**config.mk**
```make
export PLATFORM = sky130hd
export DESIGN_NAME = body_velocity_friction_step_core
export DESIGN_NICKNAME = d
export VERILOG_FILES = /design/src/design/bvf_pkg.sv /design/src/design/bvf_mul.sv /design/src/design/bvf_sqrt.sv /design/src/design/bvf_div.sv /design/src/design/body_velocity_friction_step_core.sv
export SDC_FILE = /design/constraint.sdc
export NUM_CORES = 2
export LEC_CHECK = 0
export ABC_CLOCK_PERIOD_IN_PS = 4810
export BUFFER_PORTS_ARGS = -buffer_cell sky130_fd_sc_hd__buf_2
export CAP_MARGIN = 20
export CORE_ASPECT_RATIO = 1.5
export CORE_UTILIZATION = 46
export CTS_BUF_LIST = sky130_fd_sc_hd__clkbuf_8
export DETAILED_ROUTE_END_ITERATION = 10
export SETUP_SLACK_MARGIN = 0.05
export SLEW_MARGIN = 25
export SYNTH_ARGS = -nofsm -noshare
export SYNTH_HDL_FRONTEND = slang
export SYNTH_SLANG_ARGS = --single-unit
```
**constraint.sdc**
```tcl
create_clock -name clk -period 4.81 [get_ports clk]
set_input_delay 0.2405 -clock clk [delete_from_list [all_inputs] [get_ports clk]]
set_output_delay 0.2405 -clock clk [all_outputs]
set_load 0.005 [all_outputs]
```
**src/design/bvf_pkg.sv**
```systemverilog
// Shared types, widths, register indexes and helper functions for the body
// velocity/friction step core. No dependencies.
package bvf_pkg;

    // field widths
    localparam int VAL_W   = 32;   // Q16.16 signed values
    localparam int DT_W    = 16;   // Q0.16 time step
    localparam int FRIC_W  = 31;   // Q15.16 unsigned friction
    localparam int FRAC_W  = 16;   // fraction bits of the value format

    // serial multiplier lane
    localparam int MA_W    = VAL_W + 1;          // signed multiplicand
    localparam int MB_W    = VAL_W;              // unsigned multiplier, msb first
    localparam int MP_W    = MA_W + MB_W;        // product
    localparam int MCNT_W  = $clog2(MB_W + 1);

    // square root and divider
    localparam int RAD_W   = 2 * VAL_W;          // radicand and dividend
    localparam int ROOT_W  = VAL_W;              // root, divisor and quotient
    localparam int SCNT_W  = $clog2(ROOT_W + 1);

    // configuration port
    localparam int CFG_IDX_W = 2;
    localparam logic [CFG_IDX_W-1:0] REG_GRAVITY_X = 2'd0;
    localparam logic [CFG_IDX_W-1:0] REG_GRAVITY_Y = 2'd1;
    localparam logic [CFG_IDX_W-1:0] REG_GRAVITY_Z = 2'd2;
    localparam logic [CFG_IDX_W-1:0] REG_FRICTION  = 2'd3;

    // command to a multiplier lane
    typedef struct packed {
        logic start;
        logic full;     // all multiplier bits, else only the upper half
    } mul_cmd_t;

    // status of a serial unit
    typedef struct packed {
        logic busy;
        logic done;     // one-cycle pulse, result valid from here on
    } unit_stat_t;

    // signed add with saturation to the 32-bit range
    function automatic logic signed [VAL_W-1:0] sat_add(
        input logic signed [VAL_W-1:0] a,
        input logic signed [VAL_W-1:0] b
    );
        logic signed [VAL_W:0] s;
        s = {a[VAL_W-1], a} + {b[VAL_W-1], b};
        if (s[VAL_W] != s[VAL_W-1])
            return s[VAL_W] ? {1'b1, {(VAL_W-1){1'b0}}} : {1'b0, {(VAL_W-1){1'b1}}};
        else
            return s[VAL_W-1:0];
    endfunction

    // magnitude of a signed value, unsigned result
    function automatic logic [VAL_W-1:0] mag(input logic signed [VAL_W-1:0] v)
    ;
        return v[VAL_W-1] ? VAL_W'(-v) : VAL_W'(v);
    endfunction

endpackage

```
**src/design/bvf_mul.sv**
```systemverilog
// Bit-serial shift-add multiplier lane: signed multiplicand times unsigned
// multiplier, one multiplier bit per cycle, msb first. Uses bvf_pkg.
module bvf_mul import bvf_pkg::*;
(
    input  logic                    clk,
    input  logic                    rst_n,
    input  mul_cmd_t                cmd,
    input  logic signed [MA_W-1:0]  a,
    input  logic        [MB_W-1:0]  b,
    output unit_stat_t              stat,
    output logic signed [MP_W-1:0]  prod
);

    logic                   busy_reg, busy_next;
    logic                   done_reg, done_next;
    logic [MCNT_W-1:0]      cnt_reg, cnt_next;
    logic signed [MA_W-1:0] a_reg;
    logic [MB_W-1:0]        b_reg;
    logic signed [MP_W-1:0] acc_reg, acc_next;
    logic signed [MP_W-1:0] addend;

    // one shift-add step
    always_comb
    begin
        addend   = b_reg[MB_W-1] ? {{(MP_W-MA_W){a_reg[MA_W-1]}}, a_reg} : '0;
        acc_next = (acc_reg <<< 1) + addend;
    end

    // step counter
    always_comb
    begin
        busy_next = busy_reg;
        done_next = 1'b0;
        cnt_next  = cnt_reg;
        if (cmd.start)
        begin
            busy_next = 1'b1;
            cnt_next  = cmd.full ? MCNT_W'(MB_W) : MCNT_W'(MB_W / 2);
        end
        else if (busy_reg)
        begin
            cnt_next = cnt_reg - 1'b1;
            if (cnt_reg == MCNT_W'(1))
            begin
                busy_next = 1'b0;
                done_next = 1'b1;
            end
        end
    end

    always_ff @(posedge clk or negedge rst_n)
    begin
        if (!rst_n)
        begin
            busy_reg <= 1'b0;
            done_reg <= 1'b0;
            cnt_reg  <= '0;
        end
        else
        begin
            busy_reg <= busy_next;
            done_reg <= done_next;
            cnt_reg  <= cnt_next;
        end
    end

    // operand and accumulator registers
    always_ff @(posedge clk)
    begin
        if (cmd.start)
        begin
            a_reg   <= a;
            b_reg   <= b;
            acc_reg <= '0;
        end
        else if (busy_reg)
        begin
            b_reg   <= b_reg << 1;
            acc_reg <= acc_next;
        end
    end

    assign stat.busy = busy_reg;
    assign stat.done = done_reg;
    assign prod      = acc_reg;

endmodule

```
**src/design/bvf_sqrt.sv**
```systemverilog
// Digit-by-digit integer square root, two radicand bits and one root bit per
// cycle, giving floor(sqrt(radicand)) exactly. Uses bvf_pkg.
module bvf_sqrt import bvf_pkg::*;
(
    input  logic              clk,
    input  logic              rst_n,
    input  logic              start,
    input  logic [RAD_W-1:0]  radicand,
    output unit_stat_t        stat,
    output logic [ROOT_W-1:0] root
);

    logic                busy_reg, busy_next;
    logic                done_reg, done_next;
    logic [SCNT_W-1:0]   cnt_reg, cnt_next;
    logic [RAD_W-1:0]    rad_reg;
    logic [ROOT_W+1:0]   rem_reg, rem_next;
    logic [ROOT_W-1:0]   root_reg;
    logic [ROOT_W+3:0]   rem_sh;
    logic [ROOT_W+3:0]   trial;
    logic                ge;

    // one root digit: trial subtract of 4*root + 1
    always_comb
    begin
        rem_sh   = {rem_reg, rad_reg[RAD_W-1 -: 2]};
        trial    = {2'b00, root_reg, 2'b01};
        ge       = (rem_sh >= trial);
        rem_next = ge ? (ROOT_W+2)'(rem_sh - trial) : rem_sh[ROOT_W+1:0];
    end

    // step counter
    always_comb
    begin
        busy_next = busy_reg;
        done_next = 1'b0;
        cnt_next  = cnt_reg;
        if (start)
        begin
            busy_next = 1'b1;
            cnt_next  = SCNT_W'(ROOT_W);
        end
        else if (busy_reg)
        begin
            cnt_next = cnt_reg - 1'b1;
            if (cnt_reg == SCNT_W'(1))
            begin
                busy_next = 1'b0;
                done_next = 1'b1;
            end
        end
    end

    always_ff @(posedge clk or negedge rst_n)
    begin
        if (!rst_n)
        begin
            busy_reg <= 1'b0;
            done_reg <= 1'b0;
            cnt_reg  <= '0;
        end
        else
        begin
            busy_reg <= busy_next;
            done_reg <= done_next;
            cnt_reg  <= cnt_next;
        end
    end

    // radicand, remainder and root
    always_ff @(posedge clk)
    begin
        if (start)
        begin
            rad_reg  <= radicand;
            rem_reg  <= '0;
            root_reg <= '0;
        end
        else if (busy_reg)
        begin
            rad_reg  <= rad_reg << 2;
            rem_reg  <= rem_next;
            root_reg <= {root_reg[ROOT_W-2:0], ge};
        end
    end

    assign stat.busy = busy_reg;
    assign stat.done = done_reg;
    assign root      = root_reg;

endmodule

```
**src/design/bvf_div.sv**
```systemverilog
// Restoring divider, one quotient bit per cycle. The upper half of the
// dividend must be below the divisor so the quotient fits. Uses bvf_pkg.
module bvf_div import bvf_pkg::*;
(
    input  logic              clk,
    input  logic              rst_n,
    input  logic              start,
    input  logic [RAD_W-1:0]  dividend,
    input  logic [ROOT_W-1:0] divisor,
    output unit_stat_t        stat,
    output logic [ROOT_W-1:0] quotient
);

    logic                busy_reg, busy_next;
    logic                done_reg, done_next;
    logic [SCNT_W-1:0]   cnt_reg, cnt_next;
    logic [ROOT_W-1:0]   dvs_reg;
    logic [ROOT_W-1:0]   rem_reg, rem_next;
    logic [ROOT_W-1:0]   dq_reg;
    logic [ROOT_W:0]     rem_sh;
    logic                ge;

    // one trial subtract
    always_comb
    begin
        rem_sh   = {rem_reg, dq_reg[ROOT_W-1]};
        ge       = (rem_sh >= {1'b0, dvs_reg});
        rem_next = ge ? ROOT_W'(rem_sh - {1'b0, dvs_reg}) : rem_sh[ROOT_W-1:0];
    end

    // step counter
    always_comb
    begin
        busy_next = busy_reg;
        done_next = 1'b0;
        cnt_next  = cnt_reg;
        if (start)
        begin
            busy_next = 1'b1;
            cnt_next  = SCNT_W'(ROOT_W);
        end
        else if (busy_reg)
        begin
            cnt_next = cnt_reg - 1'b1;
            if (cnt_reg == SCNT_W'(1))
            begin
                busy_next = 1'b0;
                done_next = 1'b1;
            end
        end
    end

    always_ff @(posedge clk or negedge rst_n)
    begin
        if (!rst_n)
        begin
            busy_reg <= 1'b0;
            done_reg <= 1'b0;
            cnt_reg  <= '0;
        end
        else
        begin
            busy_reg <= busy_next;
            done_reg <= done_next;
            cnt_reg  <= cnt_next;
        end
    end

    // remainder, and low dividend bits that turn into the quotient
    always_ff @(posedge clk)
    begin
        if (start)
        begin
            dvs_reg <= divisor;
            rem_reg <= dividend[RAD_W-1:ROOT_W];
            dq_reg  <= dividend[ROOT_W-1:0];
        end
        else if (busy_reg)
        begin
            rem_reg <= rem_next;
            dq_reg  <= {dq_reg[ROOT_W-2:0], ge};
        end
    end

    assign stat.busy = busy_reg;
    assign stat.done = done_reg;
    assign quotient  = dq_reg;

endmodule

```
**src/design/body_velocity_friction_step_core.sv**
```systemverilog
// Top level of the body velocity/friction step core: sequencer, state and
// configuration registers. Uses bvf_pkg, bvf_mul, bvf_sqrt and bvf_div.
//
// A tick item (func = 0) works out gravity, squared speeds, friction cut,
// square root, friction scaling, division and position one after another
// on three bit-serial multiply lanes, a serial square root and two serial
// dividers, each pass started in a GO state and awaited in a WAIT state.
// A grounded body skips the gravity pass; zero speed or a cut larger than
// the speed skips the scaling and division passes. A set-ground item
// (func = 1) is handled in the idle state and gives no result. A new item is
// accepted only while the sequencer is idle, but a finished result sits in
// the output register and the next item may start before it is taken.
// Configuration is written with cfg_we/cfg_index/cfg_data at any time the
// core is idle; values are signed Q16.16 with saturating sums, the time
// step is Q0.16 and friction unsigned Q15.16.
module body_velocity_friction_step_core import bvf_pkg::*;
(
    input  logic                    clk,
    input  logic                    rst_n,
    // configuration
    input  logic                    cfg_we,
    input  logic [CFG_IDX_W-1:0]    cfg_index,
    input  logic [VAL_W-1:0]        cfg_data,
    // input items
    input  logic                    in_valid,
    output logic                    in_ready,
    input  logic                    func,
    input  logic [DT_W-1:0]         time_step,
    input  logic signed [VAL_W-1:0] pos_x,
    input  logic signed [VAL_W-1:0] pos_y,
    input  logic signed [VAL_W-1:0] pos_z,
    // result items
    output logic                    out_valid,
    input  logic                    out_ready,
    output logic signed [VAL_W-1:0] new_pos_x,
    output logic signed [VAL_W-1:0] new_pos_y,
    output logic signed [VAL_W-1:0] new_pos_z,
    output logic signed [VAL_W-1:0] vel_out_x,
    output logic signed [VAL_W-1:0] vel_out_y,
    output logic signed [VAL_W-1:0] vel_out_z
);

    typedef enum logic [3:0] {
        ST_IDLE,
        ST_GRAV_GO,
        ST_GRAV_WAIT,
        ST_SQ_GO,
        ST_SQ_WAIT,
        ST_SQRT_GO,
        ST_SQRT_WAIT,
        ST_FRIC_CHECK,
        ST_SCALE_GO,
        ST_SCALE_WAIT,
        ST_DIV_GO,
        ST_DIV_WAIT,
        ST_POS_GO,
        ST_POS_WAIT,
        ST_EMIT
    } state_t;

    state_t                  state_reg;

    // configuration registers
    logic signed [VAL_W-1:0] grav_x_reg, grav_y_reg, grav_z_reg;
    logic [FRIC_W-1:0]       fric_reg;

    // body state and item registers
    logic signed [VAL_W-1:0] vel_x_reg, vel_y_reg, vel_z_reg;
    logic                    grounded_reg;
    logic [DT_W-1:0]         dt_reg;
    logic signed [VAL_W-1:0] pos_x_reg, pos_y_reg, pos_z_reg;
    logic [FRIC_W-1:0]       cut_reg;
    logic [ROOT_W-1:0]       speed_reg;

    // output register
    logic                    out_valid_reg;
    logic signed [VAL_W-1:0] new_pos_x_reg, new_pos_y_reg, new_pos_z_reg;
    logic signed [VAL_W-1:0] vel_out_x_reg, vel_out_y_reg, vel_out_z_reg;

    // unit connections
    mul_cmd_t                mx_cmd, my_cmd, mz_cmd;
    logic signed [MA_W-1:0]  mx_a, my_a, mz_a;
    logic [MB_W-1:0]         mx_b, my_b, mz_b;
    unit_stat_t              mx_st, my_st, mz_st, sq_st, dx_st, dz_st;
    logic signed [MP_W-1:0]  mx_prod, my_prod, mz_prod;
    logic [ROOT_W-1:0]       sq_root, dx_quo, dz_quo;
    logic                    sq_start, div_start;
    logic [RAD_W-1:0]        sq_rad;
    logic [MB_W-1:0]         dt_b;
    logic [VAL_W-1:0]        mag_x, mag_z;
    logic                    out_load;

    assign in_ready  = (state_reg == ST_IDLE);
    assign dt_b      = {dt_reg, {(MB_W-DT_W){1'b0}}};
    assign mag_x     = mag(vel_x_reg);
    assign mag_z     = mag(vel_z_reg);
    assign sq_start  = (state_reg == ST_SQRT_GO);
    assign div_start = (state_reg == ST_DIV_GO);
    assign sq_rad    = mx_prod[RAD_W-1:0] + mz_prod[RAD_W-1:0];
    assign out_load  = (state_reg == ST_EMIT) && (!out_valid_reg || out_ready);

    // lane operands per phase
    always_comb
    begin
        mx_cmd = '0;
        my_cmd = '0;
        mz_cmd = '0;
        mx_a   = MA_W'(vel_x_reg);
        my_a   = MA_W'(vel_y_reg);
        mz_a   = MA_W'(vel_z_reg);
        mx_b   = dt_b;
        my_b   = dt_b;
        mz_b   = dt_b;
        unique case (state_reg)
            ST_GRAV_GO:
            begin
                mx_cmd.start = 1'b1;
                my_cmd.start = 1'b1;
                mz_cmd.start = 1'b1;
                mx_a         = MA_W'(grav_x_reg);
                my_a         = MA_W'(grav_y_reg);
                mz_a         = MA_W'(grav_z_reg);
            end
            ST_SQ_GO:
            begin
                mx_cmd = '{start: 1'b1, full: 1'b1};
                mz_cmd = '{start: 1'b1, full: 1'b1};
                my_cmd.start = 1'b1;
                mx_a   = {1'b0, mag_x};
                mz_a   = {1'b0, mag_z};
                mx_b   = mag_x;
                mz_b   = mag_z;
                my_a   = {2'b00, fric_reg};
            end
            ST_SCALE_GO:
            begin
                mx_cmd = '{start: 1'b1, full: 1'b1};
                mz_cmd = '{start: 1'b1, full: 1'b1};
                mx_a   = {2'b00, cut_reg};
                mz_a   = {2'b00, cut_reg};
                mx_b   = mag_x;
                mz_b   = mag_z;
            end
            ST_POS_GO:
            begin
                mx_cmd.start = 1'b1;
                my_cmd.start = 1'b1;
                mz_cmd.start = 1'b1;
            end
            default:
            begin
                mx_cmd = '0;
            end
        endcase
    end

    // multiply lanes
    bvf_mul u_mul_x (
        .clk   (clk),
        .rst_n (rst_n),
        .cmd   (mx_cmd),
        .a     (mx_a),
        .b     (mx_b),
        .stat  (mx_st),
        .prod  (mx_prod)
    );

    bvf_mul u_mul_y (
        .clk   (clk),
        .rst_n (rst_n),
        .cmd   (my_cmd),
        .a     (my_a),
        .b     (my_b),
        .stat  (my_st),
        .prod  (my_prod)
    );

    bvf_mul u_mul_z (
        .clk   (clk),
        .rst_n (rst_n),
        .cmd   (mz_cmd),
        .a     (mz_a),
        .b     (mz_b),
        .stat  (mz_st),
        .prod  (mz_prod)
    );

    // horizontal speed
    bvf_sqrt u_sqrt (
        .clk      (clk),
        .rst_n    (rst_n),
        .start    (sq_start),
        .radicand (sq_rad),
        .stat     (sq_st),
        .root     (sq_root)
    );

    // friction share of each component
    bvf_div u_div_x (
        .clk      (clk),
        .rst_n    (rst_n),
        .start    (div_start),
        .dividend (mx_prod[RAD_W-1:0]),
        .divisor  (speed_reg),
        .stat     (dx_st),
        .quotient (dx_quo)
    );

    bvf_div u_div_z (
        .clk      (clk),
        .rst_n    (rst_n),
        .start    (div_start),
        .dividend (mz_prod[RAD_W-1:0]),
        .divisor  (speed_reg),
        .stat     (dz_st),
        .quotient (dz_quo)
    );

    // configuration writes
    always_ff @(posedge clk or negedge rst_n)
    begin
        if (!rst_n)
        begin
            grav_x_reg <= '0;
            grav_y_reg <= '0;
            grav_z_reg <= '0;
            fric_reg   <= '0;
        end
        else if (cfg_we)
        begin
            unique case (cfg_index)
                REG_GRAVITY_X: grav_x_reg <= cfg_data;
                REG_GRAVITY_Y: grav_y_reg <= cfg_data;
                REG_GRAVITY_Z: grav_z_reg <= cfg_data;
                REG_FRICTION:  fric_reg   <= cfg_data[FRIC_W-1:0];
                default:       fric_reg   <= fric_reg;
            endcase
        end
    end

    // sequencer, body state and output register
    always_ff @(posedge clk or negedge rst_n)
    begin
        if (!rst_n)
        begin
            state_reg     <= ST_IDLE;
            vel_x_reg     <= '0;
            vel_y_reg     <= '0;
            vel_z_reg     <= '0;
            grounded_reg  <= 1'b0;
            dt_reg        <= '0;
            pos_x_reg     <= '0;
            pos_y_reg     <= '0;
            pos_z_reg     <= '0;
            cut_reg       <= '0;
            speed_reg     <= '0;
            out_valid_reg <= 1'b0;
            new_pos_x_reg <= '0;
            new_pos_y_reg <= '0;
            new_pos_z_reg <= '0;
            vel_out_x_reg <= '0;
            vel_out_y_reg <= '0;
            vel_out_z_reg <= '0;
        end
        else
        begin
            // output handshake, a new result takes the register
            if (out_load)
                out_valid_reg <= 1'b1;
            else if (out_valid_reg && out_ready)
                out_valid_reg <= 1'b0;

            unique case (state_reg)
                ST_IDLE:
                begin
                    if (in_valid)
                    begin
                        if (func)
                        begin
                            grounded_reg <= 1'b1;
                            vel_y_reg    <= '0;
                        end
                        else
                        begin
                            dt_reg    <= time_step;
                            pos_x_reg <= pos_x;
                            pos_y_reg <= pos_y;
                            pos_z_reg <= pos_z;
                            state_reg <= grounded_reg ? ST_SQ_GO : ST_GRAV_GO;
                        end
                    end
                end
                ST_GRAV_GO:
                    state_reg <= ST_GRAV_WAIT;
                ST_GRAV_WAIT:
                begin
                    if (mx_st.done)
                    begin
                        vel_x_reg <= sat_add(vel_x_reg, mx_prod[FRAC_W +: VAL_W]);
                        vel_y_reg <= sat_add(vel_y_reg, my_prod[FRAC_W +: VAL_W]);
                        vel_z_reg <= sat_add(vel_z_reg, mz_prod[FRAC_W +: VAL_W]);
                        state_reg <= ST_SQ_GO;
                    end
                end
                ST_SQ_GO:
                    state_reg <= ST_SQ_WAIT;
                ST_SQ_WAIT:
                begin
                    // cut lane has only half the steps and is long done
                    if (mx_st.done)
                    begin
                        cut_reg   <= my_prod[FRAC_W +: FRIC_W];
                        state_reg <= ST_SQRT_GO;
                    end
                end
                ST_SQRT_GO:
                    state_reg <= ST_SQRT_WAIT;
                ST_SQRT_WAIT:
                begin
                    if (sq_st.done)
                    begin
                        speed_reg <= sq_root;
                        state_reg <= ST_FRIC_CHECK;
                    end
                end
                ST_FRIC_CHECK:
                begin
                    // no direction at zero speed; full stop when cut exceeds speed
                    if (speed_reg == '0)
                        state_reg <= ST_POS_GO;
                    else if (speed_reg < {1'b0, cut_reg})
                    begin
                        vel_x_reg <= '0;
                        vel_z_reg <= '0;
                        state_reg <= ST_POS_GO;
                    end
                    else
                        state_reg <= ST_SCALE_GO;
                end
                ST_SCALE_GO:
                    state_reg <= ST_SCALE_WAIT;
                ST_SCALE_WAIT:
                begin
                    if (mx_st.done)
                        state_reg <= ST_DIV_GO;
                end
                ST_DIV_GO:
                    state_reg <= ST_DIV_WAIT;
                ST_DIV_WAIT:
                begin
                    // magnitude moves toward zero
                    if (dx_st.done)
                    begin
                        vel_x_reg <= vel_x_reg[VAL_W-1] ? vel_x_reg + dx_quo
                                                        : vel_x_reg - dx_quo;
                        vel_z_reg <= vel_z_reg[VAL_W-1] ? vel_z_reg + dz_quo
                                                        : vel_z_reg - dz_quo;
                        state_reg <= ST_POS_GO;
                    end
                end
                ST_POS_GO:
                    state_reg <= ST_POS_WAIT;
                ST_POS_WAIT:
                begin
                    if (mx_st.done)
                        state_reg <= ST_EMIT;
                end
                ST_EMIT:
                begin
                    if (out_load)
                    begin
                        new_pos_x_reg <= sat_add(pos_x_reg, mx_prod[FRAC_W +: VAL_W]);
                        new_pos_y_reg <= sat_add(pos_y_reg, my_prod[FRAC_W +: VAL_W]);
                        new_pos_z_reg <= sat_add(pos_z_reg, mz_prod[FRAC_W +: VAL_W]);
                        vel_out_x_reg <= vel_x_reg;
                        vel_out_y_reg <= vel_y_reg;
                        vel_out_z_reg <= vel_z_reg;
                        state_reg     <= ST_IDLE;
                    end
                end
                default:
                    state_reg <= ST_IDLE;
            endcase
        end
    end

    assign out_valid = out_valid_reg;
    assign new_pos_x = new_pos_x_reg;
    assign new_pos_y = new_pos_y_reg;
    assign new_pos_z = new_pos_z_reg;
    assign vel_out_x = vel_out_x_reg;
    assign vel_out_y = vel_out_y_reg;
    assign vel_out_z = vel_out_z_reg;

    // no serial unit still running while the core takes items
    a_idle_units_quiet: assert property (@(posedge clk) disable iff (!rst_n)
        (state_reg == ST_IDLE) |-> !(mx_st.busy || my_st.busy || mz_st.busy ||
                                     sq_st.busy || dx_st.busy || dz_st.busy))
        else $error("serial unit busy while core idle");

    // set-ground item leaves the body grounded with no vertical velocity
    a_ground_clears_vy: assert property (@(posedge clk) disable iff (!rst_n)
        (in_valid && in_ready && func) |=> (vel_y_reg == '0 && grounded_reg))
        else $error("set-ground item did not clear vertical velocity");

    // grounded is only cleared by reset
    a_grounded_sticks: assert property (@(posedge clk) disable iff (!rst_n)
        grounded_reg |=> grounded_reg)
        else $error("grounded flag dropped");

    // horizontal lanes and dividers run in lockstep
    a_xz_lockstep: assert property (@(posedge clk) disable iff (!rst_n)
        (mx_st.done || mz_st.done || dx_st.done || dz_st.done) |->
        (mx_st.done == mz_st.done && dx_st.done == dz_st.done))
        else $error("x and z units out of step");

    // a result loaded into the output register is offered next cycle
    a_emit_offers: assert property (@(posedge clk) disable iff (!rst_n)
        out_load |=> out_valid_reg)
        else $error("emitted item not offered");

endmodule

```
After elaboration in Yosys (flattened, before gate mapping)
Index checks and enable logic that the tools add are counted.

storage, ports and cells
  flip-flop bits (word level) = 1,286
  bits in latches = 0
  memory bits (writable) = 0
  bits in read-only memories = 0
  input bits = 152
  output and inout port bits = 194
  word-level logic and storage cells = 269
  memories = 0

operators by class
  $add $sub $neg = 25
  $mul = 0
  div/mod/pow operators = 0
  magnitude comparators = 4
  equal/unequal tests = 41
  shift-type cells = 0
  mux-type cells = 113
  bitwise gates (word level) = 1
  reduce and logical (&&, ||, !) cells = 31

operators with widths
  cell                                                  count
  two-way mux 32 bit                                    43
  two-way mux 64 bit                                    4
  adder 32 x 32 -> 33 bit                               6
  case mux 33 bit (3 select lines)                      2
  adder 64 bit                                          3
  case mux 32 bit (3 select lines)                      2
  subtractor 32 bit                                     4
  two-way mux 6 bit                                     13
  greater-or-equal comparator 33 x 32 -> 1 bit          2
  case mux 33 bit (2 select lines)                      1
  adder 32 bit                                          2
  negator 32 bit                                        2
  case mux 32 bit (2 select lines)                      1
  case mux 4 bit (15 select lines)                      1
  adder 48 bit                                          1
  two-way mux 48 bit                                    1
  equality test 6 x 1 -> 1 bit (second input constant)  6
  greater-or-equal comparator 36 x 34 -> 1 bit          1
  two-way mux 4 bit                                     9
  subtractor 6 x 1 -> 6 bit (second input constant)     6
  two-way mux 34 bit                                    1
  subtractor 34 bit                                     1
  logical NOT 32 bit                                    1
  less-than comparator 32 x 31 -> 1 bit                 1
  28 further kinds                                      101

Depth between registers and ports, before layout
  depth in word-level cells = 5
  gate-level depth with buffers = 21
  mapped depth without buffers = 21

Hierarchy
From an unflattened synthesis, not the netlist that was laid out.

unflattened totals
  cells, all modules = 10,339
  area, all modules = 93,774.9 um^2

modules (own cells, without submodules)
  module                            instances  cells each  area an instance (um^2)  seq. area each (um^2)
  body_velocity_friction_step_core  1          5,335       46,530.9                 14,914.3
  bvf_mul                           3          1,007       8,916.1                  3,453.3
  bvf_div                           2          598         6,286.0                  3,083.0
  bvf_sqrt                          1          787         7,923.8                  3,443.3

Worst setup path before layout
OpenSTA, ideal clock, no wires.

  path kind = reg-to-reg
  start point = register state_reg[2]
  end point = register u_mul_x.a_reg[0] (enable)
  library setup time = 0.456 ns
  arrival time = 4.169 ns
  required time = 4.354 ns
  setup slack = 0.185 ns
  stages on the path, launching flop included = 12
  path buffers = 5
  clock period less this slack = 4.625 ns
  cells stage by stage = dfrtp_1 > clkbuf_1 > nor2_1 > and2_1 > clkbuf_1 > a31oi_1 > inv_1 > nor2_1 > inv_1 > clkbuf_1 > clkbuf_1 > clkbuf_1

between the ends
  cells in the longest elaborated chain, start to end = 3
  elaborated cells between the ends (all ways) = 6
  those cells by class = eq/ne: 4; mux: 1; reduce/logical: 1

RTL lines
  element                                      line                                     text
  start, declared                              body_velocity_friction_step_core.sv:61   state_t state_reg;
  start signal, assigned                       body_velocity_friction_step_core.sv:289  state_reg <= grounded_reg ? ST_SQ_GO : ST_GRAV_GO;
  equality test 4 bit (tied with other cells)  body_velocity_friction_step_core.sv:114  unique case (state_reg)
  OR reduction 4 bit (no line) *               --
  two-way mux 1 bit *                          body_velocity_friction_step_core.sv:114
  end signal, assigned                         bvf_mul.sv:72                            a_reg <= a;
  end, declared                                bvf_mul.sv:17                            logic signed [MA_W-1:0] a_reg;

Every way passes the cells marked *; elsewhere a longest branch is shown, timed or not.
A chain may end at the register's enable or synchronous reset.

Final worst setup path
  start point = register u_div_z.dq_reg[3] (netlist: u_div_z.quotient[3])
  end point = register vel_z_reg[31]

between the ends
  cells in the longest elaborated chain, start to end = 4
  elaborated cells between the ends (all ways) = 5
  those cells by class = add/sub: 2; mux: 3

RTL lines
  element                                            line                                                                              text
  start, declared                                    bvf_div.sv:19                                                                     logic [ROOT_W-1:0] dq_reg;
  start signal, assigned                             bvf_div.sv:76                                                                     dq_reg <= dividend[ROOT_W-1:0];
  start signal, assigned                             bvf_div.sv:81                                                                     dq_reg <= {dq_reg[ROOT_W-2:0], ge};
  subtractor 32 bit or adder 32 bit (tied branches)  body_velocity_friction_step_core.sv:357, body_velocity_friction_step_core.sv:356
  two-way mux 32 bit *                               body_velocity_friction_step_core.sv:356                                           vel_z_reg <= vel_z_reg[VAL_W-1] ? vel_z_reg + dz_quo
  two-way mux 32 bit *                               body_velocity_friction_step_core.sv:352                                           if (dx_st.done)
  case mux 32 bit (3 select lines) *                 body_velocity_friction_step_core.sv:273                                           unique case (state_reg)
  end signal, assigned                               body_velocity_friction_step_core.sv:301                                           vel_z_reg <= sat_add(vel_z_reg, mz_prod[FRAC_W +: VAL_W]);
  end signal, assigned                               body_velocity_friction_step_core.sv:356
  end, declared                                      body_velocity_friction_step_core.sv:68                                            logic signed [VAL_W-1:0] vel_x_reg, vel_y_reg, vel_z_reg;

Every way passes the cells marked *; elsewhere a longest branch is shown, timed or not. The select of a mux whose other input is x is not followed.

==> results.tsv <==
stage	metric	value	unit
route	firstDrtPassIters	6	
floorplanning	die-area	189800	um2
cts	cts_setup_buffers	0	
timing	setup_tns	0	ps
cts	root_buffer	clkbuf_8	
worst_setup_path	critPathLaunch	u_div_z.quotient[3]	
worst_setup_path	worstPathRequired	5580	ps
placed_design	gp_congestion	1.037	
route	num_vias	79000	
synth	synth_mux_area_share	5.715	%
pwr	p_leak	0.04703	uW
floorplanning	design.portCount	346	
timing	relSlewSlack	15.83	%
synth	ys_types	103	
synth	ys_top_cells_by_area	dfrtp_1 19%, edfxtp_1 14%, ha_1 9.3%, nand2_1 5.6%, dfxtp_1 5.6%	
timing	fin_crit_sh	93.60	%
cts	cts_tree	done	
route	wl	355800	um
synth	postSynthAreaPerCell	8.901	um2
cts	clkLatencyLatePin	1010	ps
timing	fin_skew	111.0	ps
route	first_iter_violations	6168	
worst_setup_path	crit_path_frequent_cell	buf_4	
worst_setup_path	critPathKind	flop to flop	
timing	final-setup-viol-count	0	
job	drv_cap	0	
route	drtAntennaViolNets	0	
run_status	run_status	completed	
timing	finalHoldViolations	0	
worst_setup_path	end_kind	flop	
floorplanning	num_rows	194	
floorplanning	die_w	356.0	um
cts	cts_buffer_depth	4	
grt	grt_max_degree	147	
synth	synth_top_family_by_area	compound AO/OA/AOI/OAI gates	
cts	path_clk_slew	70	ps
grt	grt_pass1_wl	514700	um
timing	fmax	0.2221	GHz
timing	worst_pin_slew	1249	ps
cells_and_area	fin_area	99420	um2
route	via_per_inst	6.056	
placed_design	place_area	92450	um2
synth	synth-async-reset-ratio	49.88	%
route	routedWlPerCell	27.27	um
synth	synth_top_cell_area_share	18.55	%
synth	synthXorXnorAreaFrac	6.523	%
cts	cts_buffers	217	
floorplanning	dieHeight	533.0	um
synth	synth_fa_ha_area_share	9.720	%
synth	synthFlopType	dfrtp_1	
synth	syn-cell-area	86470	um2
synth	synth-edff-count	402	
floorplanning	core	186400	um2
cells_and_area	nNetsFinal	11200	
synth	ys_warn_count	0	
worst_setup_path	cp_cell_sequence	nor4_4 > nand2_1 > nor3_2 > nand2b_1 > buf_4 > nor4_4 > nor2_1 > xnor2_1 > ha_1 > a21o_1 > a21o_1 > a21oi_1 > and2_1 > o311ai_0 > a31oi_1 > buf_4 > o31ai_1 > and4_1 > a2111oi_2 > buf_4 > xnor2_1 > o21ai_0	
worst_setup_path	crit_fanout	3	
worst_setup_path	r2r-start	u_div_z.quotient[3]	
timing	min_period	4502	ps
synth	syn_inst	9715	
cts	htreeDepth	4	
placed_design	hpwl	274000	um
cells_and_area	postLayoutCoreUtil	53.33	%
grt	track_usage	36.72	%
synth	yosys.area_share.simple	15.47	%
worst_setup_path	worstPathArrival	5270	ps
cells_and_area	area_growth	14.97	%
pwr	power_density	229.8	nW/um2
grt	antenna_found_initial	51	
synth	yosysSeqAreaShare	38.11	%
cts	numClockSinks	1285	
synth	synth-seq-cells	1285	
synth	post-synth-top-area-cell	dfrtp_1	
timing	maxSlewViolCount	0	
hold_path	hp-class	primary input to async pin	
cells_and_area	drive_gt1_share	13.40	%
worst_setup_path	start_kind	flop	
placed_design	io_buffers	345	
worst_setup_path	cp_slowest_cell	edfxtp_1	
floorplanning	initial_core_util	46.39	%
grt	grt_pass1_vias	77990	
cells_and_area	fillers	17650	
grt	grt_remaining_overflow	0	
synth	synth_compound_area_share	21.14	%
route	drc_errors	0	
pwr	ir_drop	0.0004552	V
worst_setup_path	slowest_delay	440	ps
synth	synth_fp_nets	10520	
## routing by layer
| metal | part of all wire [%] | up-vias | track usage [%] |
|---|---|---|---|
| met1 | 36 | 38480 | 39.86 |
| met2 | 48 | 3046 | 61.85 |
| met3 | 6.2 | 1017 | 5.870 |
| met4 | 10 | 16 | 32.22 |
| li1 | - | 36440 | - |
| met5 | 0.031 | - | 0 |
## worst paths after layout
check                                 to  slack [ps]  cells past startpoint
hold / removal             pos_x_reg[22]          60                      3
setup / recovery           vel_z_reg[31]         310                     22
min in group clk            pos_y_reg[1]          70                      3
hold reg to reg            vel_out_x[12]         470                      2
setup reg to reg           vel_z_reg[31]         310                     22
max in group asynchronous   pos_y_reg[6]        3910                      3
## critical path: cells and delay by family, from the launching register on
kind                       cells  cell delay (ps)
DFF                            1              440
xor gates and xnor gates       2              250
AOI/OAI and AO/OA              8             1420
and+or+nand+nor                8             1460
buffers and inverters          3              490
adders and majority gates      1              300
## cell usage after synthesis, types with 42 or more instances
| master | count |
|---|---|
| xnor2_1 | 376 |
| inv_1 | 311 |
| a21o_1 | 376 |
| ha_1 | 643 |
| nand4_1 | 100 |
| nand3_1 | 145 |
| or3_1 | 42 |
| xor2_1 | 268 |
| dfrtp_1 | 641 |
| nor3_1 | 124 |
| a211oi_1 | 89 |
| nor2b_1 | 83 |
| and3_1 | 67 |
| nand2_1 | 1301 |
| o21ai_0 | 827 |
| o21a_1 | 97 |
| a31oi_1 | 99 |
| mux2i_1 | 181 |
| edfxtp_1 | 402 |
| nor2_1 | 785 |
| a21oi_1 | 797 |
| and2_1 | 128 |
| o31ai_1 | 52 |
| clkbuf_1 | 367 |
| dfxtp_1 | 242 |
| nand2b_1 | 72 |
| o21bai_1 | 99 |
| buf_1 | 47 |
| o211ai_1 | 58 |
| mux2_2 | 278 |
## placed cells by master, fill, tap and decap left out, drive strengths merged, types with 242 or more instances in the layout
cell type  netlist  final
a21o           376    376
a21oi          800    800
buf             76    682
clkbuf         367    266
dfrtp          641    641
dfxtp          242    242
edfxtp         402    402
ha             643    643
inv            311    376
mux2           278    278
nand2         1302   1302
nor2           786    786
o21ai          849    849
xnor2          376    376
xor2           268    268
## logic make-up after synthesis
kind of cell,count (synthesis)
compound gates,2914
xor+xnor,644
fa+ha+maj,665
buf+inv,754
flops,1285
mux,459
simple gates,2994
## layout make-up
class / instances / area (um2) / share of cell area [%]
timing repair buffer: 899 / 6696 / 6.736
inverter: 311 / 1179 / 1.186
sequential: 1285 / 32970 / 33.16
clock inverter: 133 / 924.6 / 0.9301
multi-input combinational: 7676 / 50860 / 51.16
tap: 2450 / 3065 / 3.083
clock buffer: 266 / 3661 / 3.682
antenna: 24 / 60.06 / 0.06041
## through the flow
stage | hold WS [ps] | total power, uW | worst slack, ps | std cells
floorplan | -55.09 | 11910 | 185.1 | 9715
global placement | 290.8 | 12220 | 29.57 | 12400
detailed placement | 287.2 | 12250 | 136.9 | 12400
CTS | 2.922 | 23030 | 81.91 | 13020
global route | 37.21 | 23500 | -47.52 | 13030
finish | 56.20 | 22840 | 308.0 | 13040
## power breakdown
group          switching (uW)  internal, uW  total, uW
registers                 128         11400      11500
logic                     298           351        649
clock network            4980          5700      10700
total                    5400         17400      22800
## repair_timing
item                       CTS  global route
hold buffers               218             0
setup endpoints to repair    0             7
hold endpoints to repair   814             0
resized for setup            0            13
Note: power is estimated with default switching activity, not from simulation.
